[src/hw/rtl/hsv2rgb_pkg.sv]
package hsv2rgb_pkg;

	// input field widths
	localparam int HUE_W = 16;
	localparam int PCT_W = 8;

	// clamped percentage 0..100
	typedef logic [6:0] pct_t;
	// product of two percentages, 0..10000
	typedef logic [13:0] pct_prod_t;
	// hue reduced to 0..359
	typedef logic [8:0] deg_t;
	// tent factor 0..60 for the secondary
	typedef logic [5:0] frac_t;
	// channel level in units of 1/600000
	typedef logic [19:0] chan_t;
	localparam int CHAN_W = 20;

	localparam pct_t PCT_MAX = 7'd100;
	localparam deg_t DEG_FULL = 9'd360;
	localparam frac_t SEXT_DEG = 6'd60;

	// sextant start points
	localparam deg_t SEXT_B1 = 9'd60;
	localparam deg_t SEXT_B2 = 9'd120;
	localparam deg_t SEXT_B3 = 9'd180;
	localparam deg_t SEXT_B4 = 9'd240;
	localparam deg_t SEXT_B5 = 9'd300;

	// hue / 360 by reciprocal: floor(h * 11651 / 2^22) is exact for 16-bit h
	localparam logic [13:0] HUE_RECIP = 14'd11651;
	localparam int HUE_RECIP_SH = 22;

	// half of full scale, rounding offset
	localparam chan_t HALF_SCALE = 20'd300000;

	// n / 600000 = (n >> 6) / 9375; the latter by reciprocal
	// ceil(2^44 / 9375), exact for a 30-bit dividend
	localparam int DIV_PRE_SH = 6;
	localparam int RECIP_W = 31;
	localparam logic [30:0] DIV_RECIP = 31'd1876499845;
	localparam int RECIP_SH = 44;

	// 60-degree sextant of the hue
	typedef enum logic [2:0] {
		SEXT_RED_YEL,
		SEXT_YEL_GRN,
		SEXT_GRN_CYN,
		SEXT_CYN_BLU,
		SEXT_BLU_MAG,
		SEXT_MAG_RED
	} sext_t;

	// load enables of the scaling stages
	typedef struct packed {
		logic ld_s6;
		logic ld_s7;
	} scale_ctl_t;

endpackage

[src/hw/rtl/hsv2rgb_scale.sv]
// Scales one channel level (units of 1/600000) to a rounded code.
module hsv2rgb_scale #(
	parameter int CHANNEL_BITS = 8
) (
	input  logic                        clk,
	input  hsv2rgb_pkg::scale_ctl_t     ctl,
	input  hsv2rgb_pkg::chan_t          level,
	output logic [CHANNEL_BITS-1:0]     code
);

	localparam int NUM_W = hsv2rgb_pkg::CHAN_W + CHANNEL_BITS;
	localparam int SHR_W = NUM_W - hsv2rgb_pkg::DIV_PRE_SH;
	localparam int PROD_W = SHR_W + hsv2rgb_pkg::RECIP_W;
	localparam logic [CHANNEL_BITS-1:0] CODE_MAX = '1;

	logic [NUM_W-1:0]        num_s6;
	logic [PROD_W-1:0]       quo_prod;
	logic [CHANNEL_BITS-1:0] code_s7;

	// level * code_max + half scale
	always_ff @(posedge clk) begin
		if (ctl.ld_s6) begin
			num_s6 <= NUM_W'(level) * NUM_W'(CODE_MAX) + NUM_W'(hsv2rgb_pkg::HALF_SCALE);
		end
	end

	// divide by full scale through the reciprocal
	assign quo_prod = PROD_W'(num_s6[NUM_W-1:hsv2rgb_pkg::DIV_PRE_SH])
		* PROD_W'(hsv2rgb_pkg::DIV_RECIP);

	always_ff @(posedge clk) begin
		if (ctl.ld_s7) begin
			code_s7 <= quo_prod[hsv2rgb_pkg::RECIP_SH +: CHANNEL_BITS];
		end
	end

	assign code = code_s7;

endmodule

[src/hw/rtl/hsv_to_rgb_converter_top.sv]
// HSV to RGB converter. One colour word enters and one RGB word leaves per
// clock unless the output stalls. Seven register stages: hue quotient by 360
// and percentage clamp, hue remainder and v*s products, sextant and tent
// factor, chroma/secondary/offset products, channel sums, and two
// multiplier stages scaling each channel to a code rounded to nearest (ties
// up). Hue may be any 16-bit value; saturation and value above 100 read as
// 100. A stall on the output freezes only full stages, so bubbles close up.
module hsv_to_rgb_converter_top #(
	parameter int CHANNEL_BITS = 8
) (
	input  logic                    clk,
	input  logic                    arst_n,
	input  logic                    hsv_valid,
	output logic                    hsv_stall,
	input  logic [15:0]             hue_deg,
	input  logic [7:0]              sat_pct,
	input  logic [7:0]              val_pct,
	output logic                    rgb_valid,
	input  logic                    rgb_stall,
	output logic [CHANNEL_BITS-1:0] red_code,
	output logic [CHANNEL_BITS-1:0] green_code,
	output logic [CHANNEL_BITS-1:0] blue_code
);

	localparam int NSTAGE = 7;

	logic [NSTAGE:1] vld_q;
	logic [NSTAGE:1] ld;

	// stage 1
	logic [29:0]                hue_prod;
	logic [15:0]                hue_s1;
	logic [7:0]                 quo_s1;
	hsv2rgb_pkg::pct_t          sat_s1, val_s1;
	// stage 2
	logic [15:0]                rem_full;
	hsv2rgb_pkg::deg_t          hdeg_s2;
	hsv2rgb_pkg::pct_prod_t     vs_s2, vm_s2;
	// stage 3
	hsv2rgb_pkg::sext_t         sext_c;
	hsv2rgb_pkg::deg_t          base_c;
	hsv2rgb_pkg::deg_t          off_full;
	hsv2rgb_pkg::frac_t         off_c;
	hsv2rgb_pkg::sext_t         sext_s3;
	hsv2rgb_pkg::frac_t         frac_s3;
	hsv2rgb_pkg::pct_prod_t     vs_s3, vm_s3;
	// stage 4
	hsv2rgb_pkg::sext_t         sext_s4;
	hsv2rgb_pkg::chan_t         c_s4, x_s4, m_s4;
	// stage 5
	hsv2rgb_pkg::chan_t         r_c, g_c, b_c;
	hsv2rgb_pkg::chan_t         r_s5, g_s5, b_s5;
	hsv2rgb_pkg::scale_ctl_t    sctl;

	// stage loads: a stage takes a word when empty or when it moves on
	always_comb begin
		ld[NSTAGE] = !vld_q[NSTAGE] || !rgb_stall;
		for (int k = NSTAGE - 1; k >= 1; k--) begin
			ld[k] = !vld_q[k] || ld[k+1];
		end
	end

	assign hsv_stall = !ld[1];
	assign rgb_valid = vld_q[NSTAGE];

	always_ff @(posedge clk or negedge arst_n) begin
		if (!arst_n) begin
			vld_q <= '0;
		end else begin
			if (ld[1]) begin
				vld_q[1] <= hsv_valid;
			end
			for (int k = 2; k <= NSTAGE; k++) begin
				if (ld[k]) begin
					vld_q[k] <= vld_q[k-1];
				end
			end
		end
	end

	// S1: quotient of hue by 360, clamp percentages
	assign hue_prod = 30'(hue_deg) * 30'(hsv2rgb_pkg::HUE_RECIP);

	always_ff @(posedge clk) begin
		if (ld[1]) begin
			hue_s1 <= hue_deg;
			quo_s1 <= hue_prod[hsv2rgb_pkg::HUE_RECIP_SH +: 8];
			sat_s1 <= (sat_pct > 8'(hsv2rgb_pkg::PCT_MAX)) ? hsv2rgb_pkg::PCT_MAX
				: sat_pct[6:0];
			val_s1 <= (val_pct > 8'(hsv2rgb_pkg::PCT_MAX)) ? hsv2rgb_pkg::PCT_MAX
				: val_pct[6:0];
		end
	end

	// S2: hue remainder, v*s and v*(100-s)
	assign rem_full = hue_s1 - 16'(quo_s1) * 16'(hsv2rgb_pkg::DEG_FULL);

	always_ff @(posedge clk) begin
		if (ld[2]) begin
			hdeg_s2 <= rem_full[8:0];
			vs_s2   <= 14'(val_s1) * 14'(sat_s1);
			vm_s2   <= 14'(val_s1) * 14'(hsv2rgb_pkg::PCT_MAX - sat_s1);
		end
	end

	// S3: sextant and tent factor (60 - distance from the peak)
	always_comb begin
		priority if (hdeg_s2 >= hsv2rgb_pkg::SEXT_B5) begin
			sext_c = hsv2rgb_pkg::SEXT_MAG_RED;
			base_c = hsv2rgb_pkg::SEXT_B5;
		end else if (hdeg_s2 >= hsv2rgb_pkg::SEXT_B4) begin
			sext_c = hsv2rgb_pkg::SEXT_BLU_MAG;
			base_c = hsv2rgb_pkg::SEXT_B4;
		end else if (hdeg_s2 >= hsv2rgb_pkg::SEXT_B3) begin
			sext_c = hsv2rgb_pkg::SEXT_CYN_BLU;
			base_c = hsv2rgb_pkg::SEXT_B3;
		end else if (hdeg_s2 >= hsv2rgb_pkg::SEXT_B2) begin
			sext_c = hsv2rgb_pkg::SEXT_GRN_CYN;
			base_c = hsv2rgb_pkg::SEXT_B2;
		end else if (hdeg_s2 >= hsv2rgb_pkg::SEXT_B1) begin
			sext_c = hsv2rgb_pkg::SEXT_YEL_GRN;
			base_c = hsv2rgb_pkg::SEXT_B1;
		end else begin
			sext_c = hsv2rgb_pkg::SEXT_RED_YEL;
			base_c = '0;
		end
		off_full = hdeg_s2 - base_c;
		off_c    = off_full[5:0];
	end

	always_ff @(posedge clk) begin
		if (ld[3]) begin
			sext_s3 <= sext_c;
			// rising edge of the tent in even sextants, falling in odd ones
			frac_s3 <= sext_c[0] ? (hsv2rgb_pkg::SEXT_DEG - off_c) : off_c;
			vs_s3   <= vs_s2;
			vm_s3   <= vm_s2;
		end
	end

	// S4: chroma, secondary and offset
	always_ff @(posedge clk) begin
		if (ld[4]) begin
			sext_s4 <= sext_s3;
			c_s4    <= 20'(vs_s3) * 20'(hsv2rgb_pkg::SEXT_DEG);
			x_s4    <= 20'(vs_s3) * 20'(frac_s3);
			m_s4    <= 20'(vm_s3) * 20'(hsv2rgb_pkg::SEXT_DEG);
		end
	end

	// S5: place c and x on the channels, add the offset
	always_comb begin
		unique case (sext_s4)
			hsv2rgb_pkg::SEXT_RED_YEL: begin
				r_c = c_s4; g_c = x_s4; b_c = '0;
			end
			hsv2rgb_pkg::SEXT_YEL_GRN: begin
				r_c = x_s4; g_c = c_s4; b_c = '0;
			end
			hsv2rgb_pkg::SEXT_GRN_CYN: begin
				r_c = '0; g_c = c_s4; b_c = x_s4;
			end
			hsv2rgb_pkg::SEXT_CYN_BLU: begin
				r_c = '0; g_c = x_s4; b_c = c_s4;
			end
			hsv2rgb_pkg::SEXT_BLU_MAG: begin
				r_c = x_s4; g_c = '0; b_c = c_s4;
			end
			hsv2rgb_pkg::SEXT_MAG_RED: begin
				r_c = c_s4; g_c = '0; b_c = x_s4;
			end
			default: begin
				r_c = c_s4; g_c = '0; b_c = x_s4;
			end
		endcase
	end

	always_ff @(posedge clk) begin
		if (ld[5]) begin
			r_s5 <= r_c + m_s4;
			g_s5 <= g_c + m_s4;
			b_s5 <= b_c + m_s4;
		end
	end

	// S6, S7: code scaling per channel
	assign sctl.ld_s6 = ld[6];
	assign sctl.ld_s7 = ld[7];

	hsv2rgb_scale #(.CHANNEL_BITS(CHANNEL_BITS)) u_scale_red (
		.clk   (clk),
		.ctl   (sctl),
		.level (r_s5),
		.code  (red_code)
	);

	hsv2rgb_scale #(.CHANNEL_BITS(CHANNEL_BITS)) u_scale_green (
		.clk   (clk),
		.ctl   (sctl),
		.level (g_s5),
		.code  (green_code)
	);

	hsv2rgb_scale #(.CHANNEL_BITS(CHANNEL_BITS)) u_scale_blue (
		.clk   (clk),
		.ctl   (sctl),
		.level (b_s5),
		.code  (blue_code)
	);

endmodule

[config.mk]
export PLATFORM = sky130hd
export DESIGN_NAME = hsv_to_rgb_converter_top
export DESIGN_NICKNAME = d
export VERILOG_FILES = /design/src/hw/rtl/hsv2rgb_pkg.sv /design/src/hw/rtl/hsv2rgb_scale.sv /design/src/hw/rtl/hsv_to_rgb_converter_top.sv
export SDC_FILE = /design/constraint.sdc
export NUM_CORES = 2
export LEC_CHECK = 0
export BUFFER_PORTS_ARGS = -buffer_cell sky130_fd_sc_hd__buf_4
export CAP_MARGIN = 30
export CORE_MARGIN = 2
export CORE_UTILIZATION = 34
export CTS_CLUSTER_DIAMETER = 60
export DETAILED_ROUTE_END_ITERATION = 6
export GPL_TIMING_DRIVEN = 1
export PLACE_DENSITY = 0.61
export SYNTH_ARGS = -nofsm -noshare
export SYNTH_HDL_FRONTEND = slang
export SYNTH_SLANG_ARGS = --single-unit
[constraint.sdc]
create_clock -name clk -period 5.7 [get_ports clk]
set_clock_uncertainty 0.05 [all_clocks]
set_input_delay 1.14 -clock clk [delete_from_list [all_inputs] [get_ports clk]]
set_output_delay 1.14 -clock clk [all_outputs]
set_load 0.03 [all_outputs]
# After elaboration in Yosys (flattened, before gate mapping)
# Cells that the tools add are included.
# classes
n_addsub	10
n_mul	13
magnitude_cmp	7
n_eq_ne	4
n_mux	14
n_reduce_logical	24
# ops
op	n
multiplier 22 x 31 -> 52 bit (second input constant)	3
case mux 20 bit (2 select lines)	3
adder 28 x 19 -> 28 bit (second input constant)	3
multiplier 20 x 8 -> 28 bit (second input constant)	3
adder 20 bit	3
multiplier 14 x 4 -> 18 bit (second input constant)	2
2-to-1 mux 6 bit	6
multiplier 16 x 14 -> 30 bit (second input constant)	1
multiplier 14 x 6 -> 20 bit	1
>= comparator 9 x 8 -> 1 bit (second input constant)	2
greater-than comparator 8 x 7 -> 1 bit (second input constant)	2
multiplier 7 x 7 -> 14 bit	1
multiplier 8 x 8 -> 14 bit	1
OR reduction 2 bit	7
>= comparator 9 x 6 -> 1 bit (second input constant)	1
>= comparator 9 x 7 -> 1 bit (second input constant)	1
>= comparator 9 bit (second input constant)	1
zero test 1 bit	9
subtractor 9 bit	1
multiplier 8 x 6 -> 6 bit (second input constant)	1
subtractor 7 x 7 -> 8 bit (first input constant)	1
logical OR 1 bit	7
== test 3 x 2 -> 1 bit (second input constant)	2
subtractor 6 bit	1
other kinds (6)	9
# totals
reg_bits	339
output_inout_bits	26
word_cells	104

# Longest topological paths before layout
# depth
ltp_word	9
mapped_depth	25

# Cells and area by module
# A second synthesis with hierarchy kept.
# hier_totals
cells_unflattened	6321
area_unflattened_um2	66720.2
# by_module_without_submodules
mod	instances	cells_per_inst	area_per_inst_um2	seq_area_each_um2
hsv_to_rgb_converter_top	1	2128	22372.7	6751.5
hsv2rgb_scale (u_scale_blue)	1	1405	14846.7	900.9
hsv2rgb_scale (u_scale_red)	1	1422	14843.0	900.9
hsv2rgb_scale (u_scale_green)	1	1366	14657.8	900.9

# Least setup slack after synthesis
# OpenSTA, ideal clock, no wires.
# synth_timing
kind	reg2reg
start	register u_scale_green.num_s6[10]
end	register u_scale_green.code_s7[7] (netlist: u_scale_green.code[7]) (data pin)
arrival_ps	5957
required_time_ps	5386
slack_ps	-570
stages_incl_launch_ff	21
path_buffers	0
period_less_slack_ps	6270
cell_sequence	edfxtp_1 > fa_1 > inv_1 > fa_1 > fa_1 > inv_1 > fa_1 > fa_1 > fa_1 > inv_1 > fa_1 > inv_1 > ha_1 > a21o_1 > a21o_1 > a211o_1 > a31o_2 > a41oi_1 > o21ai_0 > a221oi_1 > xnor2_1
# synth_between
elab_chain_len	1
# synth_lines
item	line	text
start, declared	hsv2rgb_scale.sv:16	logic [NUM_W-1:0] num_s6;
start signal, assigned	hsv2rgb_scale.sv:23	num_s6 <= NUM_W'(level) * NUM_W'(CODE_MAX) + NUM_W'(hsv2rgb_pkg::HALF_SCALE);
multiplier 22 x 31 -> 52 bit	hsv2rgb_scale.sv:29	* PROD_W'(hsv2rgb_pkg::DIV_RECIP);
named net u_scale_green.quo_prod[51]	hsv2rgb_scale.sv:17	logic [PROD_W-1:0] quo_prod;
end signal, assigned	hsv2rgb_scale.sv:33	code_s7 <= quo_prod[hsv2rgb_pkg::RECIP_SH +: CHANNEL_BITS];
end, declared	hsv2rgb_scale.sv:18	logic [CHANNEL_BITS-1:0] code_s7;
# The timed path passes the listed nets, and every way through them passes these cells.
# A chain may end at the register's enable or synchronous reset.

# Worst setup path in the final report
# layout_timing
start	register u_scale_blue.num_s6[9]
end	register u_scale_blue.code_s7[7] (netlist: u_scale_blue.code[7]) (data pin)
# layout_between
elab_chain_len	1
# layout_lines
item	line
start, declared	hsv2rgb_scale.sv:16
start signal, assigned	hsv2rgb_scale.sv:23
multiplier 22 x 31 -> 52 bit	hsv2rgb_scale.sv:29
named net u_scale_blue.quo_prod[51]	hsv2rgb_scale.sv:17
end signal, assigned	hsv2rgb_scale.sv:33
end, declared	hsv2rgb_scale.sv:18
# The timed path passes the listed nets, and every way through them passes these cells.

==> qor.txt <==
Synth Area in Compound Gates -> 6.35%
Number of port buffers -> 61
Diodes inserted -> 0
Violated checks -> negative setup slack
Root Driver -> clkbuf_16
Worst-Skew Late Latency -> 0.68 ns
Clk pin slew, worst setup/hold paths -> 0.05 ns
Hold/Removal Path Class -> input port to async pin
Xor-xnor portion of the synthesized cell area -> 3.48%
Worst EP arrival -> 6.67 ns
Crit path launch type -> flip-flop
Num CTS Buffers -> 53
RD Place Congestion -> 0.952
Setup ws final -> -0.607 ns
Post-route clock period utilization -> 111%
Antenna violations before repair -> 0
Crit. End Element -> flip-flop
Die area -> 194000 um2
Layout overhead on the synthesized area -> 19.3%
RSZ-0062 raised after global routing -> yes
Worst rel slew slack -> 46.9%
Synth Flop Type -> edfxtp_1
Routed length per instance -> 16.3 um
CTS tree -> done
WS Path Type -> flip-flop to flip-flop
Nets -> 9225
Core area -> 190000 um2
Row Count -> 160
Worst-Margin Slew -> 0.796 ns
Max-slew violation count -> 0
DP HPWL -> 137 mm
Die height -> 441 um
Post-synth ARST share -> 2.22%
Simple-gate portion of the synthesized area -> 5.55%
Total Routing Usage GR -> 16.3%
Max-cap violation count -> 0
Cell Area, Synth -> 64900 um2
Post-synthesis sequential area ratio -> 14.6%
DRT Wirelength -> 153 mm
Top Ports -> 62
Via count -> 42700
Clock Tree Buf Depth -> 3
Post-Synth Adder-Cell Area -> 59.9%
Achievable frequency -> 159 MHz
Clk sink count -> 316
Starting Density -> 34.2%
Post-synth cell types -> 59
Routed vias/inst -> 4.56
Synth warn -> 0
Final setup vio count -> 24
Placed Instances -> 9195
Post-CTS Hold Fix Bufs -> 0
Flops & latches, synth -> 316
Iteration-0 DRC count of the detailed router -> 1826
Syn nets -> 8439
Mean post-synth cell area -> 10.8 um2
Largest family of logic cells by synthesized area -> adder cells
Vias in the first global route -> 47400
DRC errors left -> 0
Post-synth EDFFs -> 309
First-pass GRT wire length -> 251 mm
GRT overflow -> 0
Drt first pass iters -> 5
Final Non-Filler Cells -> 9368
Largest net degree at the start of global routing -> 62
Worst Path Required -> 6.07 ns
Mux contribution to synthesized area -> 0.249%
Outcome -> finished, violations left
Min Clock Period, post-route -> 6.31 ns
ANT nets after route -> 0
Die width -> 441 um
Max FO, Critical Path -> 3
Hold Vio Cnt, Final -> 0
Share of layout cells above drive strength 1 -> 17.4%
Post-synthesis instance total -> 6028
Setup TNS -> -11.82 ns
H-tree depth -> 2
final timing paths:
kind	cells after the start	startpoint	slack (ns)	end
min reg2reg	0	vm_s2[7]	0.35	vm_s3[7]
max reg2reg	22	u_scale_blue.num_s6[9]	-0.61	u_scale_blue.code[7]
min in group clk	0	vm_s2[7]	0.35	vm_s3[7]
max in group asynchronous	1	arst_n	5.21	vld_q[7]
min	1	arst_n	0.23	vld_q[1]
max	22	u_scale_blue.num_s6[9]	-0.61	u_scale_blue.code[7]
per-stage QoR:
step	area, um2	hold WS (ns)	setup slack (ns)	util [%]
5_1_grt	77400	0.207	-0.813	40.7
4_1_cts	76600	0.163	-0.599	40.3
3_5_place_dp	73600	0.355	-0.797	38.7
3_3_place_gp	73600	0.351	-0.734	38.7
6_report	77400	0.226	-0.607	40.7
2_1_floorplan	65300	0.350	-0.372	-
state kept, by name, indices dropped and copies added (netlist names), 8 cells and up:
register,cells
c_s4,17
vs_s2,14
b_s5,20
g_s5,20
hdeg_s2,9
u_scale_red.num_s6,22
vm_s2,13
u_scale_blue.code,8
u_scale_green.code,8
r_s5,20
u_scale_green.num_s6,22
u_scale_blue.num_s6,22
vm_s3,13
u_scale_red.code,8
x_s4,20
hue_s1,9
vs_s3,14
m_s4,18
layer usage:
layer,up-vias,global-route usage [%],part of all wire (%)
li1,20600,-,-
met1,21300,22.0,46
met2,601,27.8,48
met3,186,1.94,3.5
met4,0,3.96,2.6
met5,-,0,0
repair_timing:
action | in CTS | in global routing
pin swaps | 171 | 109
setup endpoints to repair | 25 | 29
buffers inserted | 52 | 28
resized for setup | 179 | 127
final cells by class:
cell class | count | area, um2
Inverter | 1676 | 6300
Multi-Input combinational cell | 4003 | 50700
Sequential cell | 316 | 9450
Clock buffer | 59 | 1350
Timing Repair Buffer | 764 | 5920
Fill cell | 18200 | 113000
Clock inverter | 39 | 488
Tap cell | 2511 | 3140
synthesized netlist by cell type (9+ instances only):
master,number,area share [%]
a211o_1,10,0.13
a211oi_1,17,0.20
a21o_1,103,1.2
a21oi_1,165,1.3
a22o_1,33,0.45
a31oi_1,28,0.27
and2_1,90,0.87
and3_1,27,0.26
clkbuf_1,31,0.18
edfxtp_1,309,14
fa_1,1220,38
ha_1,1155,22
inv_1,1676,9.7
mux2i_1,15,0.23
nand2_1,201,1.2
nand2b_1,44,0.42
nand3_1,45,0.35
nand4_1,29,0.28
nor2_1,154,0.89
nor2b_1,44,0.42
nor3_1,47,0.36
o21a_1,27,0.31
o21ai_0,105,0.81
o21bai_1,31,0.36
o31ai_1,9,0.10
or2_2,25,0.24
or3_1,9,0.087
xnor2_1,185,2.5
xor2_1,73,0.99
cell usage in the layout (no fill, tap or decap), types with 53 or more instances in the layout:
| cell type | netlist | final |
|---|---|---|
| nand2_1 | 201 | 199 |
| ha_1 | 1155 | 1094 |
| xnor2_1 | 185 | 182 |
| a21oi_1 | 165 | 139 |
| xor2_1 | 73 | 71 |
| nor2_1 | 154 | 143 |
| clkbuf_16 | 0 | 53 |
| o21ai_0 | 105 | 83 |
| fa_2 | 0 | 55 |
| ha_4 | 0 | 57 |
| inv_1 | 1676 | 1602 |
| a21o_1 | 103 | 102 |
| edfxtp_1 | 309 | 309 |
| fa_1 | 1220 | 1165 |
| inv_2 | 0 | 70 |
| and2_1 | 90 | 90 |
| buf_4 | 0 | 725 |
cell families after synthesis:
group	count (synthesis)
flip-flops	316
adder cells (fa/ha/maj)	2375
multiplexers	16
XOR/XNOR	258
AO/OA/AOI/OAI	622
buffers and inverters	1709
AND/OR/NAND/NOR	732
critical path: stages, from the launching register on:
cell and delay, ns:
edfxtp_1 0.50, ha_1 0.34, inv_2 0.05, fa_1 0.52
inv_2 0.05, fa_1 0.52, inv_2 0.04, fa_1 0.49
fa_2 0.59, inv_2 0.04, fa_2 0.36, inv_2 0.07
fa_1 0.42, ha_1 0.32, nand4_1 0.18, buf_6 0.21
o41ai_4 0.37, a211oi_4 0.07, buf_12 0.15, o21ai_4 0.21
a41oi_4 0.18, o21bai_1 0.21, xnor2_1 0.10
Power is not shown: default switching activity piles up to over one toggle a cycle in this logic, so the estimate is an artifact.
